`src/assert_macros.svh`:
```
// Assertion helpers used by the top-level RTL file.
`ifndef ASSERT_MACROS_SVH
`define ASSERT_MACROS_SVH

// Property that must hold at every clock edge outside reset.
`define ASSERT_ALWAYS(label, clk, rst, prop, msg) \
  label: assert property (@(posedge clk) disable iff (rst) (prop)) else $error(msg);

// If the antecedent holds, the consequent must hold in the following cycle.
`define ASSERT_NEXT(label, clk, rst, ante, cons, msg) \
  label: assert property (@(posedge clk) disable iff (rst) (ante) |=> (cons)) else $error(msg);

`endif

```
`src/ssev_pkg.sv`:
```
`default_nettype none
package ssev_pkg;

  localparam int CACHE_SLOTS_DEF = 8;
  localparam int LINE_PIXELS_DEF = 240;

  localparam logic [7:0] MAIN_WIN_MASK = 8'h0F;
  localparam logic [7:0] SUB_WIN_MASK  = 8'hF0;

  typedef struct packed {
    logic [7:0]         scanline;
    logic [1:0]         wanted_type;
    logic signed [15:0] sprite_x;
    logic signed [15:0] sprite_y;
    logic [7:0]         sprite_width;
    logic [7:0]         sprite_height;
    logic               sprite_enabled;
    logic               double_size;
    logic [1:0]         sprite_type;
    logic [7:0]         window_bits;
    logic               first_sprite;
    logic               last_sprite;
  } sprite_rec_t;

  typedef struct packed {
    logic       selected;
    logic [2:0] slot;
    logic [3:0] selected_count;
    logic       cache_full;
  } eval_result_t;

endpackage
`default_nettype wire

```
`src/ssev_match.sv`:
```
`default_nettype none
module ssev_match #(
  parameter int LINE_PIXELS = ssev_pkg::LINE_PIXELS_DEF
) (
  input  ssev_pkg::sprite_rec_t rec,
  output logic                  hit
);
  import ssev_pkg::*;

  localparam logic signed [17:0] LINE_LIMIT = 18'(LINE_PIXELS);

  logic [8:0]         w_eff;
  logic [8:0]         h_eff;
  logic signed [17:0] sx;
  logic signed [17:0] sy;
  logic signed [17:0] line;
  logic signed [17:0] line_top;
  logic signed [17:0] neg_w;
  logic               window_on;
  logic               vert;
  logic               horiz;

  always_comb begin
    w_eff = rec.double_size ? {rec.sprite_width, 1'b0}  : {1'b0, rec.sprite_width};
    h_eff = rec.double_size ? {rec.sprite_height, 1'b0} : {1'b0, rec.sprite_height};
    sx = {{2{rec.sprite_x[15]}}, rec.sprite_x};
    sy = {{2{rec.sprite_y[15]}}, rec.sprite_y};
    line = {10'd0, rec.scanline};
    // Exclusive lower bound on sprite_y for the sprite to cover this line.
    line_top = line - {9'd0, h_eff};
    neg_w = -{9'd0, w_eff};

    window_on = ((rec.window_bits & MAIN_WIN_MASK) != 8'd0) ||
                ((rec.window_bits & SUB_WIN_MASK) != 8'd0);
    vert  = (sy <= line) && (sy > line_top);
    horiz = (sx < LINE_LIMIT) && (sx > neg_w);

    hit = rec.sprite_enabled && (rec.sprite_type == rec.wanted_type) &&
          window_on && vert && horiz;
  end

endmodule
`default_nettype wire

```
`src/ssev_count.sv`:
```
`default_nettype none
module ssev_count #(
  parameter int CACHE_SLOTS = ssev_pkg::CACHE_SLOTS_DEF
) (
  input  wire                    clk,
  input  wire                    rst,
  input  wire                    advance,
  input  wire                    first,
  input  wire                    hit,
  output ssev_pkg::eval_result_t result
);
  import ssev_pkg::*;

  localparam int CW = $clog2(CACHE_SLOTS + 1);
  localparam logic [CW-1:0] SLOTS = CW'(CACHE_SLOTS);

  logic [CW-1:0] line_count;
  logic [CW-1:0] line_count_next;
  logic [CW-1:0] base;
  logic          sel;
  logic [CW+3:0] base_ext;
  logic [CW+3:0] next_ext;

  always_comb begin
    base = first ? '0 : line_count;
    sel = hit && (base < SLOTS);
    line_count_next = base + CW'(sel);
    base_ext = {4'd0, base};
    next_ext = {4'd0, line_count_next};

    // Slot and count are reported masked to their field widths.
    result.selected       = sel;
    result.slot           = sel ? base_ext[2:0] : 3'd0;
    result.selected_count = next_ext[3:0];
    result.cache_full     = (line_count_next >= SLOTS);
  end

  always_ff @(posedge clk) begin
    if (rst) begin
      line_count <= '0;
    end else if (advance) begin
      line_count <= line_count_next;
    end
  end

endmodule
`default_nettype wire

```
`src/scanline_sprite_evaluation_top.sv`:
```
// Results are registered: a record passes through the input register and then the result register.
// Throughput: one sprite record per cycle while out_ready does not stall the result register.
// An empty input register still accepts a record; once it is full, a stalled result drops in_ready in the same cycle.
// Reset (rst, synchronous, active high) empties both stages and clears the slot count.
`default_nettype none
`include "assert_macros.svh"
module scanline_sprite_evaluation_top #(
  parameter int CACHE_SLOTS = ssev_pkg::CACHE_SLOTS_DEF,
  parameter int LINE_PIXELS = ssev_pkg::LINE_PIXELS_DEF
) (
  input  wire               clk,
  input  wire               rst,
  input  wire               in_valid,
  output logic              in_ready,
  input  wire         [7:0] scanline,
  input  wire         [1:0] wanted_type,
  input  wire signed [15:0] sprite_x,
  input  wire signed [15:0] sprite_y,
  input  wire         [7:0] sprite_width,
  input  wire         [7:0] sprite_height,
  input  wire               sprite_enabled,
  input  wire               double_size,
  input  wire         [1:0] sprite_type,
  input  wire         [7:0] window_bits,
  input  wire               first_sprite,
  input  wire               last_sprite,
  output logic              out_valid,
  input  wire               out_ready,
  output logic              selected,
  output logic        [2:0] slot,
  output logic        [3:0] selected_count,
  output logic              cache_full,
  output logic              pass_done
);
  import ssev_pkg::*;

  sprite_rec_t  rec;
  logic         rec_valid;
  logic         hit;
  logic         out_free;
  logic         advance;
  eval_result_t eval;
  eval_result_t res;

  assign out_free = !out_valid || out_ready;
  assign advance  = rec_valid && out_free;
  assign in_ready = !rec_valid || out_free;

  always_ff @(posedge clk) begin
    if (rst) begin
      rec_valid <= 1'b0;
    end else if (in_ready) begin
      rec_valid <= in_valid;
    end
    if (in_valid && in_ready) begin
      rec.scanline       <= scanline;
      rec.wanted_type    <= wanted_type;
      rec.sprite_x       <= sprite_x;
      rec.sprite_y       <= sprite_y;
      rec.sprite_width   <= sprite_width;
      rec.sprite_height  <= sprite_height;
      rec.sprite_enabled <= sprite_enabled;
      rec.double_size    <= double_size;
      rec.sprite_type    <= sprite_type;
      rec.window_bits    <= window_bits;
      rec.first_sprite   <= first_sprite;
      rec.last_sprite    <= last_sprite;
    end
  end

  ssev_match #(
    .LINE_PIXELS(LINE_PIXELS)
  ) u_match (
    .rec(rec),
    .hit(hit)
  );

  ssev_count #(
    .CACHE_SLOTS(CACHE_SLOTS)
  ) u_count (
    .clk    (clk),
    .rst    (rst),
    .advance(advance),
    .first  (rec.first_sprite),
    .hit    (hit),
    .result (eval)
  );

  always_ff @(posedge clk) begin
    if (rst) begin
      out_valid <= 1'b0;
    end else if (out_free) begin
      out_valid <= rec_valid;
    end
    if (advance) begin
      res       <= eval;
      pass_done <= rec.last_sprite;
    end
  end

  assign selected       = res.selected;
  assign slot           = res.slot;
  assign selected_count = res.selected_count;
  assign cache_full     = res.cache_full;

  // A selected sprite always leaves the count one past its slot.
  `ASSERT_ALWAYS(a_slot_count, clk, rst, !(out_valid && selected) || (3'(slot + 3'd1) == selected_count[2:0]), "selected slot and count disagree")
  // A record that cannot move on must still be held in the input register.
  `ASSERT_NEXT(a_rec_hold, clk, rst, rec_valid && !out_free, rec_valid && out_valid, "held record lost")
  // An empty slot field is reported for every sprite that was not selected.
  `ASSERT_ALWAYS(a_slot_zero, clk, rst, !(out_valid && !selected) || (slot == 3'd0), "slot set on unselected sprite")

endmodule
`default_nettype wire
```
`config.mk`:
```
export PLATFORM = sky130hd
export DESIGN_NAME = scanline_sprite_evaluation_top
export DESIGN_NICKNAME = d
export VERILOG_FILES = /design/src/ssev_pkg.sv /design/src/ssev_match.sv /design/src/ssev_count.sv /design/src/scanline_sprite_evaluation_top.sv
export VERILOG_INCLUDE_DIRS = /design/src /design/src/src
export SDC_FILE = /design/constraint.sdc
export NUM_CORES = 1
export LEC_CHECK = 0
export BUFFER_PORTS_ARGS = -buffer_cell sky130_fd_sc_hd__buf_2
export CORE_ASPECT_RATIO = 1.25
export CORE_MARGIN = 4
export CORE_UTILIZATION = 56
export CTS_CLUSTER_DIAMETER = 60
export DETAILED_ROUTE_END_ITERATION = 10
export HOLD_SLACK_MARGIN = 0.08
export PLACE_DENSITY = 0.84
export SYNTH_ARGS = -nofsm -noshare
export SYNTH_HDL_FRONTEND = slang
export SYNTH_HIERARCHICAL = 1
export SYNTH_SLANG_ARGS = --single-unit
export TNS_END_PERCENT = 100
```
`constraint.sdc`:
```
create_clock -name clk -period 7.1 [get_ports clk]
set_clock_uncertainty 0.2 [all_clocks]
set_input_delay 0 -clock clk [delete_from_list [all_inputs] [get_ports clk]]
set_output_delay 0 -clock clk [all_outputs]
set_load 0.005 [all_outputs]
```
* After elaboration in Yosys (flattened, before gate mapping)
Cells that the tools add are included.
** Storage, ports and cells
- Bits in registers :: 88
- Input port bits :: 76
- Word-level logic and storage cells :: 49
** Cells by class
- Equal/unequal tests :: 1
- Reduce and logical (&&, ||, !) cells :: 16
- Magnitude comparators :: 6
- $add $sub $neg :: 3
- Muxes and demuxes :: 3
** Operators by type and width (count)
- 16-bit by 18-bit greater-than comparator with 1-bit output :: 1
- 9-bit two-way mux :: 2
- 9-bit negator with 18-bit output :: 1
- 16-bit by 10-bit greater-than comparator with 1-bit output :: 1
- 16-bit by 9-bit less-or-equal comparator with 1-bit output :: 1
- 16-bit by 9-bit < comparator with 1-bit output (second input constant) :: 1
- 8-bit nonzero test :: 2
- 8-bit by 9-bit subtractor with 10-bit output :: 1
- 1-bit logical AND :: 9
- 4-bit by 1-bit adder with 4-bit output :: 1
- 4-bit greater-or-equal comparator (second input constant) :: 1
- 4-bit < comparator (second input constant) :: 1
- 4-bit two-way mux :: 1
- 1-bit logical OR :: 3
- 2-bit == test :: 1
- 1-bit zero test :: 2

* Logic depth before layout (Yosys ltp)
Gate-level depths: netlist of run 1.
- Word-level depth :: 9
- Gate-level depth with buffers :: 24
- Gate-level depth less buffers :: 22

* Modules after synthesis
The synthesis of run 1 kept the hierarchy.
** Modules (own cells, without submodules)
- scanline_sprite_evaluation_top :: cells an instance 92, sequential area each 2502.4 µm², area each 2566.2 µm², times used 1
- ssev_match :: cells an instance 234, sequential area each 0.0 µm², area each 1790.5 µm², times used 1
- ssev_count :: cells an instance 31, sequential area each 80.1 µm², area each 259.0 µm², times used 1

* Worst setup path after synthesis of run 1
No wires, ideal clock.
- Kind :: reg-to-reg
- From :: register, netlist name rec[12]
- To :: register res (netlist bit selected_count[3]) (data pin)
- Buffers on the path :: 3
- Slack :: 2.108 ns
- Data arrival time :: 4.541 ns
- Period minus slack after synthesis :: 4.992 ns
- Cell stages (with the launch flop) :: 23
- Path through :: edfxtp_1 clkbuf_1 clkbuf_1 mux2i_1 ha_1 nor2b_1 o21ai_1 a21o_1 a31oi_1 a21oi_1 a21oi_1 ha_1 and3_4 a221oi_1 o21ai_1 o31ai_1 a211oi_1 a21boi_0 ha_1 nand3_1 xor2_1 nor2_1 buf_4
** RTL lines
- to (signal assigned) :: RTL line scanline_sprite_evaluation_top.sv:96 : res <= eval;
- to (decl) :: RTL line scanline_sprite_evaluation_top.sv:43 : eval_result_t res;

==> summary.md, run 1 <==
| Metric | Value |
|---|---|
| Final Setup Violations | 0 |
| Max Clock Freq | 181 MHz |
| Core box area | 7930 um^2 |
| Final Slew Violations | 0 |
| Max incr delay on CP | 0.89 ns |
| Critical Path RT | 7.19 ns |
| Clk root buf | clkbuf_8 |
| Largest family of logic cells by synthesized area | adder cells |
| Critical Path Start Type | flip-flop |
| Sink Count | 88 |
| Min Tclk post-route | 5.52 ns |
| Non-Filler Instances | 624 |
| FFs w/ async S/R, synth | 0% |
| Most frequent CP cell | a21oi_1 |
| Count leader, synth | edfxtp_1 |
| H-tree level count | 3 |
| Xor/xnor share of the synthesized area | 3.23% |
| Total Routing Usage GR | 22.8% |
| DRC errors left | 0 |
| Initial cell density of the core | 58.2% |
| Overflow after GRT | 0 |
| FP Rows | 36 |
| Post-CTS Setup Bufs | 0 |
| Largest net degree at the start of global routing | 73 |
| Die ar. | 9770 um^2 |
| Buffers plus inverters on the worst setup path | 0 |
| Fill count | 486 |
| Max-cap violations | 0 |
| DIE WIDTH | 89.2 um |
| Synth area leaders | edfxtp_1 (53%), ha_1 (15%), dfxtp_1 (2.6%) |
| Library cells used by synthesis | 53 |
| Status | finished, final reports clean |
| I/O pin count | 88 |
| Setup CP Type | reg -> reg |
| First-pass GRT wire length | 16700 um |
| Num CTS Buffers | 9 |
| Number of port buffers | 87 |
| Final wirelength | 10500 um |
| Final setup TNS | 0 ns |
| Critical Path Slowest Stage Cell | edfxtp_1 |
| Dpl hpwl | 6710 um |
| Worst Tran Pin Value | 0.894 ns |
| CP Cell Sequence | mux2i_1 -> ha_1 -> nor2b_1 -> o21ai_1 -> a21o_1 -> a31oi_1 -> a21oi_1 -> a21oi_1 -> ha_1 -> and4_2 -> nand4_1 -> a21oi_1 -> o31ai_1 -> a211oi_1 -> a21boi_0 -> ha_1 -> nand3_1 -> or4_1 -> a21oi_1 |
| Leak | 2.54 nW |
| Design Area, Final | 6080 um^2 |
| Post-synthesis mux area share | 2.39% |
| Die height | 110 um |
| DP Cell Count | 533 |
| PwrDens | 193 nW/um^2 |
| Ys Warns | 6 |
| Vias in the first global route | 3709 |
| Wire per inst | 16.9 um |
| Post-synth EDFFs | 82 |
| Register Area | 2580 um^2 |
| Share of the synthesized area in the top cell type | 53.3% |
| Kind of end point of the critical path | flip-flop |
| Vias per cell | 5.52 |
| Antenna viol nets, final | 0 |
| Biggest fanout along the worst timing path | 20 |
| RSZ-0062 raised after global routing | no |
| Compound-Gate Fraction of Synth Area | 8.89% |
| #FFs+latches synth | 88 |
| Seq/Total Area, Yosys | 56.0% |
| Placed inst area | 5140 um^2 |
| Crit-path leading delay family | compound AO/OA/AOI/OAI gates |
| Peak supply drop | 0.228 mV |
| DRT iter0 DRCs | 187 |
| Clk_lat worst skew | 0.37 ns |
| Share of cells above drive strength 1 | 21.4% |
| Antenna violations before repair | 0 |
| Adder-cell share of the synthesized area | 15.1% |
| Most common library cells after synthesis | edfxtp_1 (82), ha_1 (54), a21oi_1 (21) |
| Routed via count | 3446 |
| Cell Area, Synth | 4620 um^2 |
| Simple-gate area share of the yosys netlist | 12.0% |
| N_diodes | 0 |
| Ys flop type | edfxtp_1 |
| Cell count after synthesis | 357 |
| Crit path DAT | 5.61 ns |
| Final Hold Vio Count | 0 |
| RD Place Congestion | 0.851 |
| Rel. slew slack | 40.4% |
| Final worst-path cycle share | 77.8% |
| Post-Syn Nets | 488 |
| Multi-input logic area | 1920 um^2 |
| # nets final | 655 |
| Leading area contributor after synthesis | edfxtp_1 |
| Mean area per synthesized cell | 12.9 um^2 |
| Clock-pin slew on the worst setup and hold paths | 0.09 ns |
| CTS tree | built |
| Final hold slack | 0.136 ns |
| Hold Crit Class | in -> reg |
| Longest Clk Path Bufs | 2 |
| Layout area overhead | 31.8% |
| Drt first pass iters | 4 |
## path summary, 6_finish.rpt
kind | start | end | slack, ns | depth (start not counted)
min | sprite_enabled | rec[13] | 0.14 | 2
max reg2reg | rec[12] | u_count/line_count[3] | 1.58 | 19
max | rec[12] | u_count/line_count[3] | 1.58 | 19
min reg2reg | rec[0] | pass_done | 0.26 | 0
## metrics by stage
step                power, W  worst slack [ns]  util (%)
floorplan           0.000745              2.11         -
global placement    0.000794              2.00      64.8
detailed placement  0.000806              1.68      64.8
CTS                  0.00117              1.65      76.7
global route         0.00123              1.13      76.7
finish               0.00118              1.58      76.7
## final cells by class
type                    count  share of cell area, %
well taps                  95                   1.95
multi-input cells         241                   31.6
repair buffers            162                   19.5
clock buffers              13                   2.45
flip-flops and latches     88                   42.5
clock inverters             3                  0.699
inverters                  22                   1.36
## state kept, by name (all words and copies together), names as in the netlist
name,cells
u_count/line_count,4
selected,1
selected_count,4
cache_full,1
pass_done,1
rec,72
out_valid,1
rec_valid,1
slot,3
## cell families (layout without fill, tap and decap cells)
kind of cell / Yosys count / in the layout
adder cells (fa/ha/maj): 55 / 55
flip-flops: 88 / 88
multiplexers: 11 / 11
buffers and inverters: 28 / 200
AO/OA/AOI/OAI: 63 / 63
AND/OR/NAND/NOR: 95 / 95
XOR/XNOR: 17 / 17
## routing by layer
metal,part of all wire (%),up-vias,global-route usage [%]
li1,-,1689,-
met1,37,1620,24.2
met2,55,112,42.0
met3,5.6,25,5.47
met4,2.9,0,10.1
met5,0,-,0
## placed cells by master, fill, tap and decap left out, types with 2 or more instances in the layout
cell	count
nand4_1	10
inv_2	3
and2_1	2
o21a_1	2
clkbuf_8	10
nor2b_1	10
nor4_1	11
a31oi_1	4
nand3_1	3
inv_1	19
nand2b_1	4
a21o_1	4
dfxtp_1	6
o21ai_1	10
a21oi_1	21
edfxtp_1	82
nand2_1	18
ha_1	54
clkbuf_1	3
nor3_1	3
o21ai_0	4
xor2_1	7
mux2i_1	11
a211oi_1	3
o211ai_1	4
nor2_1	18
buf_2	87
dlygate4sd3_1	75
nand3b_1	3
o2111ai_1	2
xnor2_1	10
## report_power, final
part,internal [W],switching [W],total [W],leakage (nW)
logic,0.000109,0.000102,0.000211,1.60
clock network,0.000172,0.000171,0.000343,0.0936
registers,0.000599,0.0000222,0.000621,0.847
## what timing repair did
item                      4_1_cts  5_1_grt
hold endpoints to repair       78        0
resized for setup               0        0
hold buffers                   75        0
Power figures use the tool's default switching activity.
==> run 2: changes to the inputs <==
==> constraint.sdc (replaced) <==
create_clock -name clk -period 5.25 [get_ports clk]
set_clock_uncertainty 0.2 [all_clocks]
set_input_delay 0 -clock clk [delete_from_list [all_inputs] [get_ports clk]]
set_output_delay 0 -clock clk [all_outputs]
set_load 0.005 [all_outputs]
==> run 2 against run 1 <==
Compared with the run above:
- wire length is 1.6% lower
- sequential power increased by 35%
- final area rose by 0.31%
- die area stayed put
- core utilization up 0.24 points
- cell count increased by 0.32%
- via count down 1.3%
- clock power grew 32%
- sequential share of layout area decreased by 0.13 points
- critical endpoint unchanged
- highest routed layer unchanged
==> summary.md, run 2 (synthesized netlist as in run 1, its figures left out) <==
| Metric | Value |
|---|---|
| Routed via count | 3402 (-1.3%) |
| Core box area | 7930 um^2 (unchanged) |
| N_diodes | 0 (unchanged) |
| Critical Path Slowest Stage Cell | edfxtp_1 |
| Setup CP Type | reg -> reg |
| Critical Path Start Type | flip-flop |
| Multi-input logic area | 1930 um^2 (+0.39%) |
| PwrDens | 258 nW/um^2 (+34%) |
| Largest Register | rec |
| Longest Clk Path Bufs | 2 (unchanged) |
| Largest net degree at the start of global routing | 73 (unchanged) |
| Clk root buf | clkbuf_8 |
| Crit path DAT | 4.84 ns (-0.77 ns) |
| DP Cell Count | 535 (+0.38%) |
| FP Rows | 36 (unchanged) |
| Commonest cells after routing, fill and taps aside | buf_2 (87), edfxtp_1 (82), dlygate4sd3_1 (75) |
| Kind of end point of the critical path | flip-flop |
| Final Slew Violations | 0 (unchanged) |
| Max Clock Freq | 210 MHz (+16%) |
| Initial cell density of the core | 58.2% (unchanged) |
| Worst Tran Pin Value | 0.916 ns (+0.0218 ns) |
| Die height | 110 um (unchanged) |
| RSZ-0062 raised after global routing | no |
| Leak | 2.55 nW (+0.44%) |
| Final setup TNS | 0 ns (unchanged) |
| Max FFs per register | 72 (unchanged) |
| Placed inst area | 5150 um^2 (+0.29%) |
| Min Tclk post-route | 4.76 ns (-0.763 ns) |
| Clk_lat worst skew | 0.36 ns (about the same) |
| Rel. slew slack | 38.9% (-1.5 points) |
| DRC errors left | 0 (unchanged) |
| Int Pwr | 0.00118 W (+34%) |
| First-pass GRT wire length | 16700 um (-0.12%) |
| Wire per inst | 16.5 um (-1.9%) |
| Drt first pass iters | 4 (unchanged) |
| Sequential power share | 53.1% (+0.3 points) |
| Vias per cell | 5.43 (-1.6%) |
| CP Cell Sequence | nor2b_1 -> ha_1 -> inv_1 -> fa_1 -> nand2_1 -> nand2_1 -> a21oi_1 -> o21ai_1 -> o41ai_1 -> xor2_1 -> ha_1 -> and3_4 -> nand4_1 -> a21oi_1 -> o31ai_1 -> a211oi_1 -> a21boi_2 -> ha_1 -> nand3_1 -> or4_1 -> a21oi_1 |
| Hold Crit Class | in -> reg |
| Register Area | 2580 um^2 (unchanged) |
| Post-CTS Setup Bufs | 0 (unchanged) |
| Antenna viol nets, final | 0 (unchanged) |
| Switching part of the total power | 25.4% (+0.30 points) |
| I/O pin count | 88 (unchanged) |
| Design Area, Final | 6100 um^2 (+0.31%) |
| RD Place Congestion | 0.908 (+6.7%) |
| Critical Path RT | 5.33 ns (-1.86 ns) |
| DIE WIDTH | 89.2 um (unchanged) |
| Biggest fanout along the worst timing path | 6 (-70%) |
| Final Hold Vio Count | 0 (unchanged) |
| Num CTS Buffers | 9 (unchanged) |
| Overflow after GRT | 0 (unchanged) |
| H-tree level count | 3 (unchanged) |
| Clock-pin slew on the worst setup and hold paths | 0.08 ns (about the same) |
| Most common cell after layout, fill and taps aside | buf_2 |
| Antenna violations before repair | 0 (unchanged) |
| Final hold slack | 0.148 ns (+0.0121 ns) |
| Final worst-path cycle share | 90.6% (+13 points) |
| CTS tree | built |
| Vias in the first global route | 3582 (-3.4%) |
| Total Routing Usage GR | 22.8% (about the same) |
| Sink Count | 88 (unchanged) |
| DRT iter0 DRCs | 199 (+6.4%) |
| Final wirelength | 10300 um (-1.6%) |
| Gate power share | 18.1% (about the same) |
| Non-Filler Instances | 626 (+0.32%) |
| # nets final | 657 (+0.31%) |
| Dpl hpwl | 6660 um (-0.67%) |
| Max incr delay on CP | 0.52 ns (-0.37 ns) |
| Layout area overhead | 32.2% |
| Final Setup Violations | 0 (unchanged) |
| Fill count | 478 (-1.6%) |
| Max-cap violations | 0 (unchanged) |
| Status | finished, final reports clean |
| Clock share of power | 28.8% (-0.4 points) |
| Peak supply drop | 0.289 mV (+27%) |
| Net switching power | 0.000401 W (+36%) |
| Final core occ | 77.0% (+0.24 points) |
| Share of cells above drive strength 1 | 22.2% (+0.86 points) |
| Die ar. | 9770 um^2 (unchanged) |
| Number of port buffers | 87 (unchanged) |
[run 2: what timing repair did]
item,4_1_cts,5_1_grt
hold buffers,75,0
endpoints found under the setup margin,0,7
endpoints found under the hold margin,78,0
resized for setup,0,3
[run 2: through the flow]
step	power (W)	worst slack, ns
floorplan	0.00101	0.258
global placement	0.00108	0.442
detailed placement	0.00109	0.180
CTS	0.00158	0.163
global route	0.00165	0.0644
finish	0.00158	0.492
[run 2: layout make-up]
cell class / count / area share, %
sequential: 88 / 42.3
multi-input combinational: 241 / 31.6
timing repair buffer: 164 / 19.7
clock buffer: 10 / 2.09
tap: 95 / 1.95
inverter: 22 / 1.35
clock inverter: 6 / 0.984
[run 2: path summary, 6_finish.rpt]
path	slack, ns	depth (start not counted)	start	end
worst min register to register	0.26	0	rec[0]	pass_done
worst max register to register	0.49	21	rec[12]	u_count/line_count[3]
worst max-delay path	0.49	21	rec[12]	u_count/line_count[3]
worst min-delay path	0.15	2	sprite_y[4]	rec[34]
[run 2: metal layers]
layer / track usage, % / up-vias / wire [um]
met3: 5.47 / 26 / 449
met1: 24.0 / 1595 / 3800
met5: 0 / - / 0
met2: 42.4 / 85 / 5810
li1: - / 1696 / -
met4: 9.79 / 0 / 284
[run 2: power groups by stage]
stage	Sequential (W)	Combinational [W]	Clock, W
3_5_place_dp	0.000853	0.000236	0
4_1_cts	0.000837	0.000281	0.000460
2_1_floorplan	0.000842	0.000165	0
6_report	0.000838	0.000285	0.000454
5_1_grt	0.000842	0.000321	0.000491
3_3_place_gp	0.000852	0.000224	0
[run 2: critical path: cells and delay by family, from the launching register on]
kind,cells,cell delay (ns)
AND/OR/NAND/NOR,7,1.14
buffers and inverters,1,0.05
XOR/XNOR,1,0.12
AO/OA/AOI/OAI,8,1.56
adder cells (fa/ha/maj),4,1.10
flip-flops,1,0.52
==> run 3: changes to the inputs <==
--- a/config.mk
+++ b/config.mk
@@ -6,6 +6,7 @@
 export SDC_FILE = /design/constraint.sdc
 export NUM_CORES = 1
 export LEC_CHECK = 0
+export ABC_AREA = 1
 export BUFFER_PORTS_ARGS = -buffer_cell sky130_fd_sc_hd__buf_2
 export CORE_ASPECT_RATIO = 1.25
 export CORE_MARGIN = 4
@@ -13,7 +14,7 @@
 export CTS_CLUSTER_DIAMETER = 60
 export DETAILED_ROUTE_END_ITERATION = 10
 export HOLD_SLACK_MARGIN = 0.08
-export PLACE_DENSITY = 0.84
+export PLACE_DENSITY = 0.83
 export SYNTH_ARGS = -nofsm -noshare
 export SYNTH_HDL_FRONTEND = slang
 export SYNTH_HIERARCHICAL = 1
==> run 3 against run 2 <==
Compared with the run above:
- first-iteration DRC count is 9.5% lower
- highest routed layer unchanged
- register-to-register slack improved by 0.09 ns
- non-clock buffer count up 1
- die area grew 3.0%
- sequential cell count unchanged
- clock power up 20%
- hold slack got worse by 0.048 ns
- wire length grew 8.3%
==> summary.md, run 3 <==
| Metric | Value |
|---|---|
| Status | finished, final reports clean |
| Int Pwr | 0.00124 W (+5.3%) |
| Register Area | 2580 um^2 (unchanged) |
| Wire per inst | 15.4 um (-6.5%) |
| Crit path DAT | 4.59 ns (-0.25 ns) |
| Die height | 111 um (+1.5%) |
| Dpl hpwl | 7430 um (+12%) |
| Hold Crit Class | in -> reg |
| Min setup slack post-route | 0.586 ns (+0.0940 ns) |
| Final Slew Violations | 0 (unchanged) |
| CTS resizes | 0 (unchanged) |
| DRC errors left | 0 (unchanged) |
| Crit path depth | 23 (+9.5%) |
| N_diodes | 0 (unchanged) |
| Critical Path Slowest Stage Cell | edfxtp_1 |
| Post-Syn Nets | 582 (+19%) |
| Library cells used by synthesis | 38 (-28%) |
| Overflow after GRT | 0 (unchanged) |
| Largest Register | rec |
| Number of port buffers | 87 (unchanged) |
| Max incr delay on CP | 0.59 ns (+0.07 ns) |
| Clock share of power | 32.1% (+3.3 points) |
| Min Tclk post-route | 4.66 ns (-0.0940 ns) |
| Clock-pin slew on the worst setup and hold paths | 0.09 ns (about the same) |
| Final wirelength | 11200 um (+8.3%) |
| Final setup TNS | 0 ns (unchanged) |
| Most frequent CP cell | ha_1 |
| Synth area leaders | edfxtp_1 (52%), ha_1 (14%), nand2_1 (6.4%) |
| Top Layer Used | met4 |
| Leading area contributor after synthesis | edfxtp_1 |
| Drt first pass iters | 4 (unchanged) |
| Antenna viol nets, final | 0 (unchanged) |
| Total Routing Usage GR | 23.0% (+0.16 points) |
| Leak | 2.94 nW (+15%) |
| Final Setup Violations | 0 (unchanged) |
| Largest family of logic cells by synthesized area | simple AND/OR/NAND/NOR gates |
| Share of the synthesized area in the top cell type | 51.7% (-1.7 points) |
| DIE WIDTH | 90.5 um (+1.5%) |
| Kind of end point of the critical path | flip-flop |
| Compound-Gate Fraction of Synth Area | 6.20% (-2.7 points) |
| FP Rows | 37 (+2.8%) |
| Buffers plus inverters on the worst setup path | 4 (+3) |
| Clk_lat worst skew | 0.37 ns (about the same) |
| Max Clock Freq | 214 MHz (+2.0%) |
| RD Place Congestion | 0.912 (+0.51%) |
| RSZ-0062 raised after global routing | no |
| Cell Area, Synth | 4770 um^2 (+3.3%) |
| Longest Clk Path Bufs | 2 (unchanged) |
| Net switching power | 0.000452 W (+13%) |
| Power after layout | 0.00169 W (+7.2%) |
| Commonest cells after routing, fill and taps aside | buf_2 (87), edfxtp_1 (82), nand2_1 (81) |
| Met1 Wirelength | 4200 um (+10%) |
| # nets final | 754 (+15%) |
| Gate power share | 18.4% (+0.3 points) |
| Post-CTS Setup Bufs | 0 (unchanged) |
| Share of cells above drive strength 1 | 19.3% (-3.0 points) |
| Met3 WL | 661 um (+47%) |
| Mean area per synthesized cell | 10.6 um^2 (-18%) |
| Max-cap violations | 0 (unchanged) |
| Non-Filler Instances | 725 (+16%) |
| Ys flop type | edfxtp_1 |
| Num CTS Buffers | 9 (unchanged) |
| Rel. slew slack | 58.5% (+20 points) |
| Die ar. | 10100 um^2 (+3.0%) |
| Switching part of the total power | 26.7% (+1.3 points) |
| Post-synthesis mux area share | 1.63% (-0.76 points) |
| FF-to-FF path depth | 23 (+9.5%) |
| Xor/xnor share of the synthesized area | 2.57% (-0.65 points) |
| DRT iter0 DRCs | 180 (-9.5%) |
| Layout area overhead | 32.2% (about the same) |
| Cell count after synthesis | 451 (+26%) |
| Flop-to-flop setup slack | 0.59 ns (+0.09 ns) |
| PwrDens | 268 nW/um^2 (+3.9%) |
| Sink Count | 88 (unchanged) |
| Most common cell after layout, fill and taps aside | buf_2 |
| Largest net degree at the start of global routing | 44 (-40%) |
| Worst Tran Pin Value | 0.621 ns (-0.295 ns) |
| Hold Buf Count CTS | 75 (unchanged) |
| Initial cell density of the core | 57.5% (-0.71 points) |
| DP Cell Count | 634 (+19%) |
| Max FFs per register | 72 (unchanged) |
| Count leader, synth | edfxtp_1 |
| Post-synth EDFFs | 82 (unchanged) |
| Critical Path RT | 5.18 ns (-0.15 ns) |
| Vias per cell | 5.24 (-3.7%) |
| First-pass GRT wire length | 18200 um (+9.0%) |
| CTS tree | built |
| CP Cell Sequence | buf_4 -> inv_2 -> nand2_1 -> o21ai_0 -> ha_1 -> nand4_1 -> o211ai_1 -> a21oi_1 -> nor2_1 -> ha_1 -> a21oi_1 -> o21ai_0 -> a21oi_1 -> nand2_1 -> nand2_1 -> nand3_1 -> nor2_1 -> inv_1 -> nor2_1 -> ha_1 -> ha_1 -> xor2_1 -> inv_1 |
| Core box area | 8290 um^2 (+4.5%) |
| Peak supply drop | 0.258 mV (-11%) |
| Final worst-path cycle share | 88.8% (-1.8 points) |
| FFs w/ async S/R, synth | 0% (unchanged) |
| Sequential power share | 49.4% (-3.7 points) |
| Place WS | 0.692 ns (+0.512 ns) |
| Setup CP Type | reg -> reg |
| Antenna violations before repair | 0 (unchanged) |
| Hold path depth | 3 (+1) |
| Biggest fanout along the worst timing path | 12 (+6) |
| Vias in the first global route | 4072 (+14%) |
| Final Hold Vio Count | 0 (unchanged) |
| Crit-path leading delay family | adder cells |
| Most common library cells after synthesis | edfxtp_1 (82), nand2_1 (81), inv_1 (64) |
| Clk root buf | clkbuf_8 |
| Design Area, Final | 6300 um^2 (+3.2%) |
| Critical Path Start Type | flip-flop |
| I/O pin count | 88 (unchanged) |
| H-tree level count | 3 (unchanged) |
| #FFs+latches synth | 88 (unchanged) |
| Routed via count | 3796 (+12%) |
| Simple-gate area share of the yosys netlist | 14.8% (+2.8 points) |
| Seq/Total Area, Yosys | 54.2% (-1.8 points) |
| Multi-input logic area | 1900 um^2 (-1.6%) |
| Placed inst area | 5320 um^2 (+3.1%) |
| Ys Warns | 6 (unchanged) |
| Adder-cell share of the synthesized area | 14.6% (-0.47 points) |
| Fill count | 540 (+13%) |
| WL met2 | 6040 um (+4.0%) |
[run 3: changes by cell type after synthesis, moves of 7 or more]
cell and delta:
a21oi_1 +10, inv_1 +45, nand2_1 +63, nand3_1 +11, nor2_1 +27, nor2b_1 -10
nor4_1 -10, o21ai_0 +7, o21ai_1 -9
[run 3: through the flow]
step | util, % | hold slack [ns]
after floorplan | - | -0.138
after global placement | 64.1 | -0.0238
after detailed placement | 64.1 | -0.0219
after CTS | 76.0 | 0.0833
after global routing | 76.0 | 0.119
final | 76.0 | 0.0999
[run 3: power groups by stage]
stage                     combinational [W]  sequential (W)  clock (W)
after CTS                          0.000308        0.000835   0.000550
after global routing               0.000356        0.000840   0.000582
after detailed placement           0.000262        0.000850          0
after global placement             0.000244        0.000849          0
after floorplan                    0.000183        0.000844          0
final                              0.000312        0.000836   0.000543
[run 3: cell type report]
type                    count  area share, %
inverters                  68           4.05
multi-input cells         291           30.1
clock buffers               9           1.97
flip-flops and latches     88           41.0
well taps                  97           1.93
repair buffers            165           19.2
clock inverters             7           1.73
[run 3: worst register-to-register path, delay by kind of cell (launching register included)]
family                     cells  cell delay [ns]
xor gates and xnor gates       1             0.17
and+or+nand+nor                8             1.04
buffers and inverters          4             0.49
adders and majority gates      4             1.16
AOI/OAI and AO/OA              6             0.77
DFF                            1             0.59
[run 3: routing by layer]
layer  vias up  track usage, %
met3        31            6.25
met5         -               0
met4         0            8.78
met2       136            43.5
met1      1756            23.7
li1       1873               -
[run 3: cells by family after synthesis]
kind of cell,after synthesis
and+or+nand+nor,162
xor gates and xnor gates,14
muxes,7
adders and majority gates,55
buffers and inverters,72
DFF,88
AOI/OAI and AO/OA,53
[run 3: final timing paths]
kind,start,end
max,rec[12],selected_count[2]
min,in_valid,rec[0]
min reg2reg,rec[0],pass_done
max reg2reg,rec[12],selected_count[2]
